## src/rtl/mcutp_pkg.sv

```systemverilog
// mcutp_pkg: shared types and constants for the page-zero timer and port block
// holds the item layout, operation codes, register map and timer control bits
// no dependencies
`default_nettype none

package mcutp_pkg;

   // block configuration defaults
   localparam int RAM_BYTES_DEFAULT = 112;

   // item operations
   typedef enum logic [1:0] {
      OP_READ  = 2'd0,
      OP_WRITE = 2'd1,
      OP_TICK  = 2'd2,
      OP_PINS  = 2'd3
   } op_type;

   // one accepted request beat
   typedef struct packed {
      op_type     operation;
      logic [6:0] address;
      logic [7:0] write_data;
      logic [7:0] elapsed_cycles;
      logic [1:0] port_select;
   } item_type;

   // controller to datapath commands
   typedef struct packed {
      logic capture;   // latch the incoming item, start the ram read
      logic commit;    // apply the held item and load the read data register
   } cmd_type;

   // configuration register indexes
   localparam logic CSR_PRESCALE = 1'b0;
   localparam logic CSR_EXT_CLK  = 1'b1;

   // page-zero register map
   localparam logic [6:0] ADDR_PORT_A   = 7'h00;
   localparam logic [6:0] ADDR_PORT_B   = 7'h01;
   localparam logic [6:0] ADDR_PORT_C   = 7'h02;
   localparam logic [6:0] ADDR_DDR_A    = 7'h04;
   localparam logic [6:0] ADDR_DDR_B    = 7'h05;
   localparam logic [6:0] ADDR_DDR_C    = 7'h06;
   localparam logic [6:0] ADDR_TDR      = 7'h08;
   localparam logic [6:0] ADDR_TCR      = 7'h09;
   localparam logic [6:0] ADDR_PCR      = 7'h0B;

   // port selectors of a pin update
   localparam logic [1:0] PORT_SEL_A = 2'd0;
   localparam logic [1:0] PORT_SEL_B = 2'd1;
   localparam logic [1:0] PORT_SEL_C = 2'd2;

   // port c upper bits are not bonded out and read as one
   localparam logic [7:0] PORT_C_FIXED = 8'hF0;

   // timer control bits
   localparam logic [7:0] TCR_TIR = 8'h80;
   localparam logic [7:0] TCR_TIM = 8'h40;
   localparam logic [7:0] TCR_TIE = 8'h10;
   localparam logic [7:0] TCR_PSC = 8'h08;

   // reset values
   localparam logic [7:0] LATCH_RESET = 8'hFF;
   localparam logic [7:0] DDR_RESET   = 8'h00;
   localparam logic [7:0] PIN_RESET   = 8'hFF;
   localparam logic [7:0] PCR_RESET   = 8'hFF;
   localparam logic [6:0] PRESC_RESET = 7'h7F;
   localparam logic [7:0] TDR_RESET   = 8'hFF;
   localparam logic [7:0] TCR_RESET   = 8'h7F;
   localparam logic [2:0] SHIFT_RESET = 3'd7;

   // program control: only the low two bits are writable
   localparam logic [7:0] PCR_KEEP = 8'hFC;
   localparam logic [7:0] PCR_WMASK = 8'h03;

   // read value of holes and write-only registers
   localparam logic [7:0] OPEN_BUS = 8'hFF;

endpackage

`default_nettype wire

```

## src/rtl/mcutp_ram.sv

```systemverilog
// mcutp_ram: generic single-write, single-read ram with registered read data
// no package dependencies
`default_nettype none

module mcutp_ram #(
   parameter int WIDTH = 8,
   parameter int DEPTH = 112
) (
   input  wire logic                     clock,
   input  wire logic                     wr_en,
   input  wire logic [$clog2(DEPTH)-1:0] wr_addr,
   input  wire logic [WIDTH-1:0]         wr_data,
   input  wire logic                     rd_en,
   input  wire logic [$clog2(DEPTH)-1:0] rd_addr,
   output      logic [WIDTH-1:0]         rd_data
);

   logic [WIDTH-1:0] mem_ff [DEPTH];

   // write port
   always_ff @(posedge clock) begin
      if (wr_en) begin
         mem_ff[wr_addr] <= wr_data;
      end
   end

   // registered read port
   always_ff @(posedge clock) begin
      if (rd_en) begin
         rd_data <= mem_ff[rd_addr];
      end
   end

endmodule

`default_nettype wire

```

## src/rtl/mcutp_ctrl.sv

```systemverilog
// mcutp_ctrl: item sequencer and response valid for the timer and port block
// depends on mcutp_pkg for the command struct
`default_nettype none

module mcutp_ctrl (
   input  wire logic              clock,
   input  wire logic              reset,
   input  wire logic              req_tvalid,
   output      logic              req_tready,
   output      logic              rsp_tvalid,
   input  wire logic              rsp_tready,
   output      mcutp_pkg::cmd_type cmd
);
   import mcutp_pkg::*;

   typedef enum logic [1:0] {
      ST_IDLE = 2'b01,
      ST_EXEC = 2'b10
   } state_type;

   state_type state_ff, state_in;
   logic      rsp_valid_ff, rsp_valid_in;
   logic      slot_free;

   // the output register is free when empty or being drained this cycle
   assign slot_free   = !rsp_valid_ff || rsp_tready;
   assign req_tready  = (state_ff == ST_IDLE);
   assign rsp_tvalid  = rsp_valid_ff;
   assign cmd.capture = req_tvalid && (state_ff == ST_IDLE);
   assign cmd.commit  = (state_ff == ST_EXEC) && slot_free;

   // next state
   always_comb begin
      state_in = state_ff;
      case (state_ff)
         ST_IDLE: begin
            if (cmd.capture) begin
               state_in = ST_EXEC;
            end
         end
         ST_EXEC: begin
            if (cmd.commit) begin
               state_in = ST_IDLE;
            end
         end
         default: begin
            state_in = ST_IDLE;
         end
      endcase
   end

   // response valid
   always_comb begin
      rsp_valid_in = rsp_valid_ff;
      if (cmd.commit) begin
         rsp_valid_in = 1'b1;
      end else if (rsp_tready) begin
         rsp_valid_in = 1'b0;
      end
   end

   always_ff @(posedge clock) begin
      if (reset) begin
         state_ff     <= ST_IDLE;
         rsp_valid_ff <= 1'b0;
      end else begin
         state_ff     <= state_in;
         rsp_valid_ff <= rsp_valid_in;
      end
   end

   // a committed item always shows up as a response beat
   a_commit_gives_rsp: assert property (@(posedge clock) disable iff (reset)
      cmd.commit |=> rsp_tvalid)
      else $error("commit did not raise response valid");

   // a captured item is held for execution
   a_capture_to_exec: assert property (@(posedge clock) disable iff (reset)
      cmd.capture |=> (state_ff == ST_EXEC))
      else $error("captured item not in execution");

   // an item waits while the output register is full
   a_exec_holds: assert property (@(posedge clock) disable iff (reset)
      ((state_ff == ST_EXEC) && !cmd.commit) |=> (state_ff == ST_EXEC))
      else $error("item dropped while response stalled");

endmodule

`default_nettype wire

```

## src/rtl/mcutp_datapath.sv

```systemverilog
// mcutp_datapath: port, timer, program control registers and scratch ram
// depends on mcutp_pkg and mcutp_ram
`default_nettype none

module mcutp_datapath #(
   parameter int RAM_BYTES = mcutp_pkg::RAM_BYTES_DEFAULT
) (
   input  wire logic                clock,
   input  wire logic                reset,
   input  wire mcutp_pkg::cmd_type  cmd,
   input  wire mcutp_pkg::item_type req_item,
   input  wire logic                csr_write,
   input  wire logic                csr_index,
   input  wire logic [7:0]          csr_data,
   output      logic [7:0]          read_data,
   output      logic                timer_irq,
   output      logic [7:0]          port_a_pins,
   output      logic [7:0]          port_b_pins,
   output      logic [7:0]          port_c_pins
);
   import mcutp_pkg::*;

   localparam int         RAM_AW   = $clog2(RAM_BYTES);
   localparam logic [6:0] RAM_BASE = 7'(128 - RAM_BYTES);

   item_type    item_ff;
   logic [7:0]  rd_data_ff, rd_data_in;
   logic [7:0]  latch_ff [3];
   logic [7:0]  latch_in [3];
   logic [7:0]  ddr_ff [3];
   logic [7:0]  ddr_in [3];
   logic [7:0]  pin_ff [3];
   logic [7:0]  pin_in [3];
   logic [7:0]  pcr_ff, pcr_in;
   logic [6:0]  presc_ff, presc_in;
   logic [7:0]  tdr_ff, tdr_in;
   logic [7:0]  tcr_ff, tcr_in;
   logic        irq_ff, irq_in;
   logic [2:0]  shift_ff;
   logic        ext_clk_ff;

   logic              ram_hit;
   logic              ram_wr_en;
   logic [RAM_AW-1:0] ram_wr_addr;
   logic [RAM_AW-1:0] ram_rd_addr;
   logic [7:0]        ram_rd_data;

   logic [6:0]  presc_mask;
   logic [8:0]  presc_sum;
   logic [8:0]  tick_dec;
   logic [8:0]  tdr_span;
   logic        tick_fire;
   logic [7:0]  tcr_wr;
   logic [7:0]  tcr_after_wr;
   logic [7:0]  pcr_wr;

   // scratch ram, read at capture so data is ready while the item executes
   assign ram_hit     = (item_ff.address >= RAM_BASE);
   assign ram_wr_addr = RAM_AW'(item_ff.address - RAM_BASE);
   assign ram_rd_addr = RAM_AW'(req_item.address - RAM_BASE);
   assign ram_wr_en   = cmd.commit && (item_ff.operation == OP_WRITE) && ram_hit;

   mcutp_ram #(
      .WIDTH (8),
      .DEPTH (RAM_BYTES)
   ) u_ram (
      .clock   (clock),
      .wr_en   (ram_wr_en),
      .wr_addr (ram_wr_addr),
      .wr_data (item_ff.write_data),
      .rd_en   (cmd.capture),
      .rd_addr (ram_rd_addr),
      .rd_data (ram_rd_data)
   );

   // item holding register
   always_ff @(posedge clock) begin
      if (cmd.capture) begin
         item_ff <= req_item;
      end
   end

   // timer tick arithmetic: prescaler carry-out decrements the counter
   assign presc_mask = 7'((8'd1 << shift_ff) - 8'd1);
   assign presc_sum  = {2'b00, presc_ff & presc_mask} + {1'b0, item_ff.elapsed_cycles};
   assign tick_dec   = presc_sum >> shift_ff;
   assign tdr_span   = {tdr_ff == 8'd0, tdr_ff};
   assign tick_fire  = (tdr_span <= tick_dec);

   // timer control write: tie forced, psc self-clears, tir can only be cleared
   assign tcr_wr       = item_ff.write_data | TCR_TIE;
   assign tcr_after_wr = (tcr_ff & (tcr_wr & TCR_TIR)) | (tcr_wr & ~(TCR_TIR | TCR_PSC));

   // program control write: bit 0 also sets bit 1
   assign pcr_wr = item_ff.write_data | {item_ff.write_data[6:0], 1'b0};

   // bus read mux
   always_comb begin
      rd_data_in = OPEN_BUS;
      case (item_ff.address)
         ADDR_PORT_A: rd_data_in = (latch_ff[0] & ddr_ff[0]) | (pin_ff[0] & ~ddr_ff[0]);
         ADDR_PORT_B: rd_data_in = (latch_ff[1] & ddr_ff[1]) | (pin_ff[1] & ~ddr_ff[1]);
         ADDR_PORT_C: rd_data_in = PORT_C_FIXED | (latch_ff[2] & ddr_ff[2])
                                   | (pin_ff[2] & ~ddr_ff[2]);
         ADDR_TDR:    rd_data_in = tdr_ff;
         ADDR_TCR:    rd_data_in = tcr_ff;
         ADDR_PCR:    rd_data_in = pcr_ff;
         default: begin
            if (ram_hit) begin
               rd_data_in = ram_rd_data;
            end
         end
      endcase
      if (item_ff.operation != OP_READ) begin
         rd_data_in = 8'h00;
      end
   end

   // state update for the held item
   always_comb begin
      latch_in = latch_ff;
      ddr_in   = ddr_ff;
      pin_in   = pin_ff;
      pcr_in   = pcr_ff;
      presc_in = presc_ff;
      tdr_in   = tdr_ff;
      tcr_in   = tcr_ff;
      irq_in   = irq_ff;
      case (item_ff.operation)
         OP_WRITE: begin
            case (item_ff.address)
               ADDR_PORT_A: latch_in[0] = item_ff.write_data;
               ADDR_PORT_B: latch_in[1] = item_ff.write_data;
               ADDR_PORT_C: latch_in[2] = item_ff.write_data & ~PORT_C_FIXED;
               ADDR_DDR_A:  ddr_in[0]   = item_ff.write_data;
               ADDR_DDR_B:  ddr_in[1]   = item_ff.write_data;
               ADDR_DDR_C:  ddr_in[2]   = item_ff.write_data & ~PORT_C_FIXED;
               ADDR_TDR:    tdr_in      = item_ff.write_data;
               ADDR_TCR: begin
                  tcr_in = tcr_after_wr;
                  irq_in = tcr_after_wr[7] && !tcr_after_wr[6];
                  if ((tcr_wr & TCR_PSC) != 8'h00) begin
                     presc_in = 7'd0;
                  end
               end
               ADDR_PCR:    pcr_in = (pcr_ff & PCR_KEEP) | (pcr_wr & PCR_WMASK);
               default: begin
               end
            endcase
         end
         OP_TICK: begin
            if (!ext_clk_ff) begin
               presc_in = presc_sum[6:0];
               tdr_in   = tdr_ff - tick_dec[7:0];
               if (tick_fire) begin
                  tcr_in = tcr_ff | TCR_TIR;
                  if ((tcr_ff & TCR_TIM) == 8'h00) begin
                     irq_in = 1'b1;
                  end
               end
            end
         end
         OP_PINS: begin
            case (item_ff.port_select)
               PORT_SEL_A: pin_in[0] = item_ff.write_data;
               PORT_SEL_B: pin_in[1] = item_ff.write_data;
               PORT_SEL_C: pin_in[2] = item_ff.write_data;
               default: begin
               end
            endcase
         end
         default: begin
         end
      endcase
   end

   // architectural registers, changed only on commit
   always_ff @(posedge clock) begin
      if (reset) begin
         for (int i = 0; i < 3; i++) begin
            latch_ff[i] <= LATCH_RESET;
            ddr_ff[i]   <= DDR_RESET;
            pin_ff[i]   <= PIN_RESET;
         end
         pcr_ff   <= PCR_RESET;
         presc_ff <= PRESC_RESET;
         tdr_ff   <= TDR_RESET;
         tcr_ff   <= TCR_RESET;
         irq_ff   <= 1'b0;
      end else if (cmd.commit) begin
         latch_ff <= latch_in;
         ddr_ff   <= ddr_in;
         pin_ff   <= pin_in;
         pcr_ff   <= pcr_in;
         presc_ff <= presc_in;
         tdr_ff   <= tdr_in;
         tcr_ff   <= tcr_in;
         irq_ff   <= irq_in;
      end
   end

   // read data register
   always_ff @(posedge clock) begin
      if (cmd.commit) begin
         rd_data_ff <= rd_data_in;
      end
   end

   // configuration registers
   always_ff @(posedge clock) begin
      if (reset) begin
         shift_ff   <= SHIFT_RESET;
         ext_clk_ff <= 1'b0;
      end else if (csr_write) begin
         case (csr_index)
            CSR_PRESCALE: shift_ff   <= csr_data[2:0];
            CSR_EXT_CLK:  ext_clk_ff <= csr_data[0];
            default: begin
            end
         endcase
      end
   end

   // pin levels follow the committed latch and direction state
   assign read_data   = rd_data_ff;
   assign timer_irq   = irq_ff;
   assign port_a_pins = latch_ff[0] | ~ddr_ff[0];
   assign port_b_pins = (latch_ff[1] & ddr_ff[1]) | ~ddr_ff[1];
   assign port_c_pins = (latch_ff[2] & ddr_ff[2]) | ~ddr_ff[2];

   // the interrupt line is never up without the request bit
   a_irq_needs_tir: assert property (@(posedge clock) disable iff (reset)
      irq_ff |-> tcr_ff[7])
      else $error("timer irq without request bit");

endmodule

`default_nettype wire

```

## src/rtl/mcu_timer_and_port_registers.sv

```systemverilog
// Page-zero timer and I/O port block.
// Channels: req (slave side) carries one bus read, bus write, timer tick or pin
// update per beat; rsp (master side) returns exactly one beat per request with
// the read byte, the timer interrupt level and the three port pin levels as
// they stand after the request. csr is a write-only channel for the prescaler
// shift (index 0) and the external clock select (index 1), always ready, to be
// written while no request is outstanding.
// Timing: a request beat is taken in the idle state and executed in the execute
// state once the output register is free, so the block does not take a new
// item before the last one is committed; the two-state sequencer and the
// registered scratch ram read set this order. A request is accepted while an
// earlier response still waits in the output register; it then waits in
// execution until that response is taken, and req_tready stays low meanwhile.
// Reset (synchronous, active high): latches all ones, directions input, pins
// high, timer control 0x7F, counter 0xFF, prescaler 0x7F, no response pending.
// Scratch ram is not cleared and a byte must be written before it is read.
// depends on mcutp_pkg, mcutp_ctrl, mcutp_datapath
`default_nettype none

module mcu_timer_and_port_registers #(
   parameter int RAM_BYTES = mcutp_pkg::RAM_BYTES_DEFAULT
) (
   input  wire logic        clock,
   input  wire logic        reset,
   input  wire logic        req_tvalid,
   output      logic        req_tready,
   // address [6:0], write_data [14:7], elapsed_cycles [22:15], zero fill
   input  wire logic [23:0] req_tdata,
   // operation [1:0], port_select [3:2]
   input  wire logic [3:0]  req_tuser,
   output      logic        rsp_tvalid,
   input  wire logic        rsp_tready,
   // read_data [7:0], timer_irq [8], port_a_pins [16:9], port_b_pins [24:17],
   // port_c_pins [32:25], zero fill
   output      logic [39:0] rsp_tdata,
   input  wire logic        csr_valid,
   output      logic        csr_ready,
   input  wire logic        csr_index,
   input  wire logic [7:0]  csr_data
);
   import mcutp_pkg::*;

   cmd_type    cmd;
   item_type   req_item;
   logic [7:0] read_data;
   logic       timer_irq;
   logic [7:0] port_a_pins;
   logic [7:0] port_b_pins;
   logic [7:0] port_c_pins;

   // unpack the request beat
   assign req_item.operation      = op_type'(req_tuser[1:0]);
   assign req_item.port_select    = req_tuser[3:2];
   assign req_item.address        = req_tdata[6:0];
   assign req_item.write_data     = req_tdata[14:7];
   assign req_item.elapsed_cycles = req_tdata[22:15];

   assign csr_ready = 1'b1;

   mcutp_ctrl u_ctrl (
      .clock      (clock),
      .reset      (reset),
      .req_tvalid (req_tvalid),
      .req_tready (req_tready),
      .rsp_tvalid (rsp_tvalid),
      .rsp_tready (rsp_tready),
      .cmd        (cmd)
   );

   mcutp_datapath #(
      .RAM_BYTES (RAM_BYTES)
   ) u_datapath (
      .clock       (clock),
      .reset       (reset),
      .cmd         (cmd),
      .req_item    (req_item),
      .csr_write   (csr_valid && csr_ready),
      .csr_index   (csr_index),
      .csr_data    (csr_data),
      .read_data   (read_data),
      .timer_irq   (timer_irq),
      .port_a_pins (port_a_pins),
      .port_b_pins (port_b_pins),
      .port_c_pins (port_c_pins)
   );

   // pack the response beat
   assign rsp_tdata = {7'd0, port_c_pins, port_b_pins, port_a_pins, timer_irq, read_data};

endmodule

`default_nettype wire
```

## config.mk

```make
export PLATFORM = sky130hd
export DESIGN_NAME = mcu_timer_and_port_registers
export DESIGN_NICKNAME = d
export VERILOG_FILES = /design/src/rtl/mcutp_pkg.sv /design/src/rtl/mcutp_ram.sv /design/src/rtl/mcutp_ctrl.sv /design/src/rtl/mcutp_datapath.sv /design/src/rtl/mcu_timer_and_port_registers.sv
export SDC_FILE = /design/constraint.sdc
export NUM_CORES = 1
export LEC_CHECK = 0
export BUFFER_PORTS_ARGS = -buffer_cell sky130_fd_sc_hd__buf_2
export CAP_MARGIN = 20
export CORE_UTILIZATION = 55
export DETAILED_ROUTE_END_ITERATION = 10
export PLACE_DENSITY = 0.67
export SLEW_MARGIN = 20
export SYNTH_ARGS = -nofsm -noshare
export SYNTH_HDL_FRONTEND = slang
export SYNTH_SLANG_ARGS = --single-unit
```

## constraint.sdc

```tcl
create_clock -name clock -period 6.5 [get_ports clock]
set_clock_uncertainty 0.1 [all_clocks]
set_input_delay 1.3 -clock clock [delete_from_list [all_inputs] [get_ports clock]]
set_output_delay 1.3 -clock clock [all_outputs]
set_load 0.01 [all_outputs]
```

; Word level (Yosys, flattened, before mapping)
; Memory sizes are Yosys's and may differ from the RTL's. A register that Yosys moved wholly into a read port is not among the register bits.
; Index checks and enable logic that the tools add are counted.
[totals]
mem_bits_rw = 896
mem_count = 1
wordCells = 138
input_bits = 42
output_inout_bits = 43
reg_bits = 142
[classes]
shifts = 2
magnitude_cmp = 2
bitwise_logic = 22
mux = 25
reduce_logical = 33
n_eq_ne = 23
add_sub_neg = 5
[mem_list]
columns = memory, words, word_bits, read_ports, rd_ports_with_merged_regs, write_ports, line_no
row1 = u_datapath.u_ram.mem_ff, 112, 8, 1, 1, 1, mcutp_ram.sv:18  ; logic [WIDTH-1:0] mem_ff [DEPTH];
[ops]
columns = cell, n
row1 = 8-bit AND, 6
row2 = 8-bit 2-to-1 mux, 6
row3 = 8-bit bitwise OR, 6
row4 = 8-bit case mux with 6 select lines, 1
row5 = 8-bit case mux with 2 select lines, 2
row6 = 3-bit AND reduction, 10
row7 = 7-bit by 3-bit == test with 1-bit output (second input constant), 3
row8 = 7-bit by 4-bit == test with 1-bit output (second input constant), 3
row9 = 7-bit 2-to-1 mux, 3
row10 = 8-bit logical NOT, 2
row11 = 8-bit NOT, 2
row12 = 7-bit case mux with 2 select lines, 1
row13 = 7-bit by 5-bit subtractor with 7-bit output (second input constant), 2
row14 = 2-bit by 1-bit != test with 1-bit output (second input constant), 5
row15 = 5-bit AND reduction, 2
row16 = 7-bit by 8-bit adder with 9-bit output, 1
row17 = 9-bit less-or-equal comparator, 1
row18 = 9-bit by 3-bit right shift with 9-bit output, 1
row19 = 8-bit by 4-bit AND with 8-bit output, 1
row20 = 2-bit == test (second input constant), 4
row21 = 1-bit 2-to-1 mux, 8
row22 = 4-bit NOT with 8-bit output, 1
row23 = 8-bit by 2-bit bitwise OR with 8-bit output, 1
row24 = 8-bit by 7-bit bitwise OR with 8-bit output, 1
row25 = other kinds (23), 39

; Logic depth before layout (Yosys ltp)
; Gate-level depths: netlist of the first run.
[depth]
ltp_word = 9
ltp_mapped = 26
ltp_nobuf = 23

; Modules after synthesis
; From an unflattened synthesis of the first run, not the netlist that was laid out.
[hier_totals]
hier_cells = 2428
hier_area_um2 = 42075.4
[by_module_without_submodules]
columns = module, seq_area_each_um2, area_per_inst_um2, cells_each, n_inst
row1 = mcutp_ram, 27146.0, 35271.3, 1712, 1
row2 = mcutp_datapath, 2852.7, 6592.6, 692, 1
row3 = mcutp_ctrl, 60.1, 136.4, 13, 1
row4 = mcu_timer_and_port_registers, 0.0, 75.1, 11, 1

; Least setup slack after synthesis of the first run
; OpenSTA, ideal clock, no wires.
[synth_path]
path_kind = flip-flop to flip-flop
startpoint = register u_datapath.shift_ff[1]
endpoint = register u_datapath.tdr_ff[6]
path_stages_with_launch = 27
required_time_ns = 6.321
synth_period_minus_slack_ns = 5.343
arrival_time_ns = 5.163
setup_ns = 0.079
setup_slack_ns = 1.157
n_path_buf = 3
path_cell_list = dfxtp_1 buf_1 clkbuf_1 nor2_1 nand2_1 ha_1 clkbuf_1 nor2_1 mux2i_1 o22ai_1 and2_1 ha_1 a21o_1 a21o_1 a221oi_2 xor2_1 mux4_2 mux2i_1 ha_1 inv_1 fa_1 a21o_1 a21o_1 a21oi_1 mux2i_1 o21ai_0 a22oi_1
[synth_between]
elab_chain_len = 8
[synth_lines]
columns = item, line_no
row1 = from (decl), mcutp_datapath.sv:39  ; logic [2:0] shift_ff;
row2 = from (signal assigned), mcutp_datapath.sv:216  ; CSR_PRESCALE: shift_ff <= csr_data[2:0];
row3 = 1-bit by 3-bit << shifter with 7-bit output, mcutp_datapath.sv:84  ; assign presc_mask = 7'((8'd1 << shift_ff) - 8'd1);
row4 = 7-bit by 1-bit subtractor with 7-bit output, mcutp_datapath.sv:84
row5 = 7-bit AND, mcutp_datapath.sv:85  ; assign presc_sum = {2'b00, presc_ff & presc_mask} + {1'b0, item_ff.elapsed_cycles};
row6 = 7-bit by 8-bit adder with 9-bit output, mcutp_datapath.sv:85
row7 = 9-bit by 3-bit right shift with 9-bit output (*), mcutp_datapath.sv:86  ; assign tick_dec = presc_sum >> shift_ff;
row8 = 8-bit subtractor (*), mcutp_datapath.sv:154  ; tdr_in = tdr_ff - tick_dec[7:0];
row9 = 8-bit 2-to-1 mux (*), mcutp_datapath.sv:152  ; if (!ext_clk_ff) begin
row10 = 8-bit case mux with 2 select lines (*), mcutp_datapath.sv:129  ; case (item_ff.operation)
row11 = to (signal assigned), mcutp_datapath.sv:196  ; tdr_ff <= tdr_in;
row12 = to (decl), mcutp_datapath.sv:36  ; logic [7:0] tdr_ff, tdr_in;
; Mark *: on every way between the ends. The rest lies on a longest branch, timed or not. The select of a mux whose other input is x is not followed.
; A chain may end at the register's enable or synchronous reset.

; Final worst setup path of the first run
[layout_path]
startpoint = register u_datapath.shift_ff[1]
endpoint = register u_datapath.irq_ff (netlist: u_datapath.timer_irq)
[layout_between]
elab_chain_len = 8
[layout_lines]
columns = item, line_no
row1 = 1-bit by 3-bit << shifter with 7-bit output, mcutp_datapath.sv:84
row2 = 7-bit by 1-bit subtractor with 7-bit output, mcutp_datapath.sv:84
row3 = 7-bit AND, mcutp_datapath.sv:85
row4 = 7-bit by 8-bit adder with 9-bit output, mcutp_datapath.sv:85
row5 = 9-bit by 3-bit right shift with 9-bit output (*), mcutp_datapath.sv:86
row6 = 9-bit less-or-equal comparator (*), mcutp_datapath.sv:88  ; assign tick_fire = (tdr_span <= tick_dec);
row7 = 2-bit by 1-bit != test with 1-bit output (no source line) (*), --
row8 = 6-bit AND reduction (no source line) (*), --
row9 = to (signal assigned), mcutp_datapath.sv:198  ; irq_ff <= irq_in;
row10 = to (decl), mcutp_datapath.sv:38  ; logic irq_ff, irq_in;
; Mark *: on every way between the ends. The rest lies on a longest branch, timed or not.

==> results of run 1 <==
[through the flow]
step	power, mW	worst slack, ps
after floorplan	7.95	1160
after global placement	8.18	947
after detailed placement	8.21	783
after CTS	14.0	756
after global routing	14.3	192
final	13.9	666
[kinds of logic after synthesis]
family / count (synthesis)
DFF: 1032
and+or+nand+nor: 449
other: 2
adders and majority gates: 28
AOI/OAI and AO/OA: 228
buffers and inverters: 145
muxes: 366
xor gates and xnor gates: 16
[synth_stat cells (6+ instances only)]
cell type  count
a21o_1        10
inv_1         17
a22o_1         7
a2111oi_1      6
ha_1          26
buf_2         36
a31oi_1        7
nor2b_1       16
buf_4         18
a22oi_1       24
and2_1         9
a21oi_1       27
nand3_1       46
clkbuf_1      55
a211oi_1      10
xnor2_1        7
nand4_1        8
o22ai_1       24
xor2_1         9
o211ai_1      17
edfxtp_1     939
mux2i_1      123
nand2_1      118
buf_1         11
nor3_1        17
or2_2          7
dfxtp_1       93
mux4_2       238
nor2_1       161
nand2b_1      33
buf_6          7
o21ai_0       58
[registers in the layout, indices dropped and copies added, names as in the netlist]
register                  count
u_datapath.u_ram.mem_ff     896
u_datapath.item_ff           27
u_datapath.ddr_ff            20
u_datapath.latch_ff          20
u_datapath.pin_ff            20
u_datapath.read_data          8
u_datapath.tcr_ff             8
u_datapath.tdr_ff             8
u_datapath.u_ram.rd_data      8
u_datapath.presc_ff           7
u_datapath.shift_ff           3
u_ctrl.state_ff               2
u_datapath.pcr_ff             2
u_ctrl.rsp_tvalid             1
u_datapath.ext_clk_ff         1
u_datapath.timer_irq          1
[layout make-up]
type                       count  area share (%)
tap                          969            2.62
timing repair buffer         108            1.56
clock inverter                59            1.27
sequential                  1032            65.0
multi-input combinational   1099            23.5
clock buffer                 127            5.91
inverter                      18           0.146
[power groups by stage]
stage | Sequential [mW] | Clock, mW | Combinational (mW)
floorplan | 7.49 | 0 | 0.466
global placement | 7.44 | 0 | 0.745
detailed placement | 7.44 | 0 | 0.765
CTS | 7.30 | 5.92 | 0.765
global route | 7.30 | 6.17 | 0.813
finish | 7.30 | 5.84 | 0.761
[worst paths after layout]
check / from / cells after the start / slack (ps) / endpoint
max: u_datapath.shift_ff[1] / 20 / 670 / u_datapath.timer_irq
min: u_datapath.tcr_ff[3] / 2 / 360 / u_datapath.tcr_ff[3]
max reg2reg: u_datapath.shift_ff[1] / 20 / 670 / u_datapath.timer_irq
min reg2reg: u_datapath.tcr_ff[3] / 2 / 360 / u_datapath.tcr_ff[3]
[metal layers]
layer	up-vias	track usage [%]	routed length (um)
li1	9299	-	-
met1	11200	35.2	38700
met2	839	39.3	45400
met3	154	4.08	6610
met4	0	7.38	2430
met5	-	0	0
[critical path, stage by stage, from the launching register on]
cell and delay [ps]:
dfxtp_1 790, or3_1 260, ha_1 310, nor2_1 70, mux2i_1 150, o22ai_1 90
and2_1 200, ha_1 320, a21o_1 230, a21o_1 190, a221oi_2 380, xor2_1 160
mux4_2 490, mux2_2 310, ha_1 300, nand2b_1 100, a21oi_1 90, o21a_1 220
o31ai_1 530, a31oi_1 160, a311oi_1 260
==> flow_summary.toml, run 1 <==
[clock_network]
cts.clk_slew.worst_paths_ps = 60
root_buffer = "clkbuf_16"
clkLatencyLatePin_ps = 660
cts_setup_buffers = 0
tritoncts_num_sinks = 1032
ctsResizeCount = 0
cts_tree = "done"
cts_buffer_depth = 3
numCtsBuffers = 102
hold_buffers = 0
htree_levels = 3

[sta]
post-route-period-util_pct = 89.8
tns_ps = 0
maxSlewHeadroom_pct = 19.9
setup_viol = 0
rsz0062_at_grt = "false"
hold_viol = 0
whs_ps = 356
fin_crit_ps = 5830
maxSlewViolCount = 0
max_freq_mhz = 171
worst_slew_pin_slew_ps = 1200

[cells_and_area]
nets = 2431
register_area_mm2 = 0.0301
final_cell_count_no_fill = 3412
drive_gt1_share_pct = 21.6
fin_util_pct = 62.0
fillers = 5247
synthToLayoutAreaGrowth_pct = 11.2
diodes = 0
layout_commonest_cell = "edfxtp_1"
layout_common_cells = "edfxtp_1, mux4_2, nor2_1"
final_design_area_no_fill_mm2 = 0.0462
multi_input_area_mm2 = 0.0108

[synthesis]
synth_simple_gate_area_share_pct = 5.04
synth_top_family_by_area = "multiplexers"
synthArstFlopShare_pct = 0
synth_adder_area_share_pct = 0.879
synth.area.mux_share_pct = 16.0
synth-xor-area-share_pct = 0.337
synth.distinct_cells = 73
syn-cell-area_mm2 = 0.0416
synthCells = 2266
synth.avg_cell_area_um2 = 18.3
synthFlopType = "edfxtp_1"
synthTopCellsByArea = "edfxtp_1, mux4_2, dfxtp_1"
synth_edf_count = 939
yosysWarnings = 0
yosysSeqAreaShare_pct = 72.3
synth_compound_area_share_pct = 3.72
synth-seq-cells = 1032
yosysTopAreaCellShare_pct = 67.8
yosysTopAreaCell = "edfxtp_1"

[pwr]
p_leak_nw = 14.8
clkPwrFrac_pct = 42.0
powerDensity_mw_per_mm2 = 301
switching_share_pct = 21.1
irDropWorstVdd_v = 0.000246
p_sw_mw = 2.93
p_seq_share_pct = 52.5
p_int_mw = 11.0
pwr-share-comb_pct = 5.5

[global_routing]
overflow = 0
antenna_found_initial = 1
grt_pass1_wl_um = 139000
grt_max_degree = 109
grt_pass1_vias = 21400
track_usage_pct = 24.6

[floorplanning]
fp-row-count = 100
die_area_mm2 = 0.0767
start_util_pct = 55.7
core_region_area_mm2 = 0.0746
io_pins = 85
die_h_um = 277
die_w_um = 277

[place]
io_buffers = 66
dp_cells = 3226
dpl-instance-area_mm2 = 0.0429
dp_hpwl_um = 57000
globalplace.congestion = 0.849

[worst_setup_path]
path_max_fanout = 21
critical_path_class = "reg2reg"
critPathLaunchType = "register"
end_kind = "register"
critPathRequiredTime_ps = 6960
critical_path_arrival_ps = 6290

[detailed_routing]
firstDrtPassIters = 5
wire_per_inst_um = 27.3
viasPerCell = 6.29
drc_errors = 0
first_iter_violations = 2302
routed_wl_um = 93100
ant_nets = 0
dr_total_vias = 21500

[run_status]
status = "finished, final reports clean"

[flow_run]
maxCapViolCount = 0

[worst_hold_path]
hold_class = "reg2reg"
Note: power is estimated with default switching activity, not from simulation.
==> run 2: changes to the inputs <==
CELL_PAD_IN_SITES_DETAIL_PLACEMENT = 2   (was default)
CELL_PAD_IN_SITES_GLOBAL_PLACEMENT = 2   (was default)
CORE_UTILIZATION = 48   (was 55)
PLACE_DENSITY = 0.74   (was 0.67)
==> run 2 against run 1 <==
  * Final area increased by 0.82%
  * Non-clock buffer count is 1 higher
  * Sequential power about the same
  * Largest cell class unchanged
  * Highest routed layer is now met5
==> flow_summary.toml, run 2 (synthesis gave the netlist of run 1 again) <==
[sta]
worst_slack_ps = 422
maxSlewHeadroom_pct = 21.7
fin_crit_ps = 6080
tns_ps = 0
max_freq_mhz = 165
maxSlewViolCount = 0
hold_viol = 0
setup_viol = 0
post-route-period-util_pct = 93.5
rsz0062_at_grt = "false"
worst_slew_pin_slew_ps = 1170

[pwr]
p_seq_share_pct = 51.1
p_int_mw = 11.0
p_leak_nw = 14.8
clkPwrFrac_pct = 43.0
irDropWorstVdd_v = 0.000289
pwr-share-comb_pct = 5.8
switching_share_pct = 22.7
p_sw_mw = 3.25
powerDensity_mw_per_mm2 = 306

[detailed_routing]
ant_nets = 0
firstDrtPassIters = 7
viasPerCell = 6.29
drc_errors = 0
first_iter_violations = 2132
dr_total_vias = 22700
routed_wl_um = 126000
wire_per_inst_um = 34.9

[global_routing]
grt_use_met1_pct = 37.7
track_usage_pct = 29.4
use_met3_pct = 4.20
antenna_found_initial = 1
grt_pass1_vias = 24700
grt_busiest_layer = "met2"
grt_max_degree = 93
grt_pass1_wl_um = 182000
overflow = 0
met2_usage_pct = 51.3

[cells_and_area]
layout_common_cells = "edfxtp_1, mux4_2, nor2_1"
top_regs = "u_datapath.u_ram.mem_ff (896), u_datapath.item_ff (27)"
drive_gt1_share_pct = 22.0
final_design_area_no_fill_mm2 = 0.0466
largest_register_ffs = 896
layout_commonest_cell = "edfxtp_1"
diodes = 0
top_register = "u_datapath.u_ram.mem_ff"
nets = 2438
final_cell_count_no_fill = 3603
fillers = 7404
synthToLayoutAreaGrowth_pct = 12.1

[place]
globalplace.congestion = 0.819
io_buffers = 66
dp_cells = 3400
dpl-instance-area_mm2 = 0.0431
dp_hpwl_um = 77100
post-place-ws_ps = 604

[worst_setup_path]
end_kind = "register"
reg2reg_slack_ps = 420
rr_startpoint = "u_datapath.shift_ff[1]"
reg2regPathDepth = 22
critPathLaunchType = "register"
path_max_fanout = 21
critPathRequiredTime_ps = 7000
cp-startpoint = "u_datapath.shift_ff[1]"
r2r_end = "u_datapath.tdr_ff[6]"
critical_path_class = "reg2reg"
critical_path_arrival_ps = 6580

[floorplanning]
start_util_pct = 48.7
die_w_um = 296
fp-row-count = 107
die_area_mm2 = 0.0878
core_region_area_mm2 = 0.0854
die_h_um = 296
io_pins = 85

[clock_network]
htree_levels = 3
clkLatencyLatePin_ps = 690
tritoncts_num_sinks = 1032
cts_tree = "done"
cts_setup_buffers = 0
cts.clk_slew.worst_paths_ps = 60
root_buffer = "clkbuf_16"
cts_buffer_depth = 3
hold_buffers = 0
ctsResizeCount = 0
numCtsBuffers = 108

[flow_run]
maxCapViolCount = 0

[worst_hold_path]
hold_class = "reg2reg"
min_path_cells = 2
holdCritStartpoint = "u_datapath.tcr_ff[3]"
hold_end = "u_datapath.tcr_ff[3]"

[run_status]
status = "finished, final reports clean"
## run 2: power by group through the flow
stage / clock (mW) / sequential, mW / combinational, mW
final: 6.15 / 7.30 / 0.833
after global routing: 6.42 / 7.30 / 0.874
after CTS: 6.23 / 7.31 / 0.833
after detailed placement: 0 / 7.45 / 0.819
after global placement: 0 / 7.44 / 0.766
after floorplan: 0 / 7.49 / 0.466
## run 2: how the worst max path moves through the flow
| stage | depth (start not counted) | endpoint |
|---|---|---|
| 6_report | 22 | u_datapath.tdr_ff[6] |
| 2_1_floorplan | 26 | u_datapath.tdr_ff[6] |
| 3_5_place_dp | 22 | u_datapath.tdr_ff[6] |
| 3_3_place_gp | 22 | u_datapath.tdr_ff[6] |
| 5_1_grt | 22 | u_datapath.tdr_ff[6] |
| 4_1_cts | 22 | u_datapath.tdr_ff[6] |
## run 2: final cells by class
type | instances | area (um2) | area share, %
clock buffers | 137 | 2910 | 6.24
clock inverters | 64 | 542 | 1.16
inverters | 18 | 67.6 | 0.145
multi-input cells | 1099 | 10900 | 23.3
flip-flops and latches | 1032 | 30100 | 64.5
well taps | 1144 | 1430 | 3.07
repair buffers | 109 | 746 | 1.60
## run 2: worst max-delay path: stages, from the launching register on
cell      delay, ps
dfxtp_1         830
or3_1           240
ha_1            310
nor2_1           90
mux2i_1         200
o22ai_1         100
and2_1          200
ha_1            350
a21o_1          250
a21o_1          210
a221oi_2        410
xor2_1          170
mux4_2          520
mux2i_1         220
ha_1            200
inv_1            60
fa_1            440
a21o_1          180
a21o_1          200
a21oi_1         210
mux2i_1         210
o21ai_0         110
a22oi_1         190
## run 2: stage by stage
stage          hold slack, ps  total power [mW]  util, %
5_1_grt                   370              14.6     54.6
6_report                  351              14.3     54.6
3_5_place_dp              344              8.27     50.5
4_1_cts                   354              14.4     54.5
2_1_floorplan             323              7.95        -
3_3_place_gp              337              8.21     50.5
## run 2: layer usage
metal	wire (um)	share of wire [%]
met5	12	0.0095
met4	4260	3.4
met3	6070	4.8
met2	65200	52
met1	50200	40
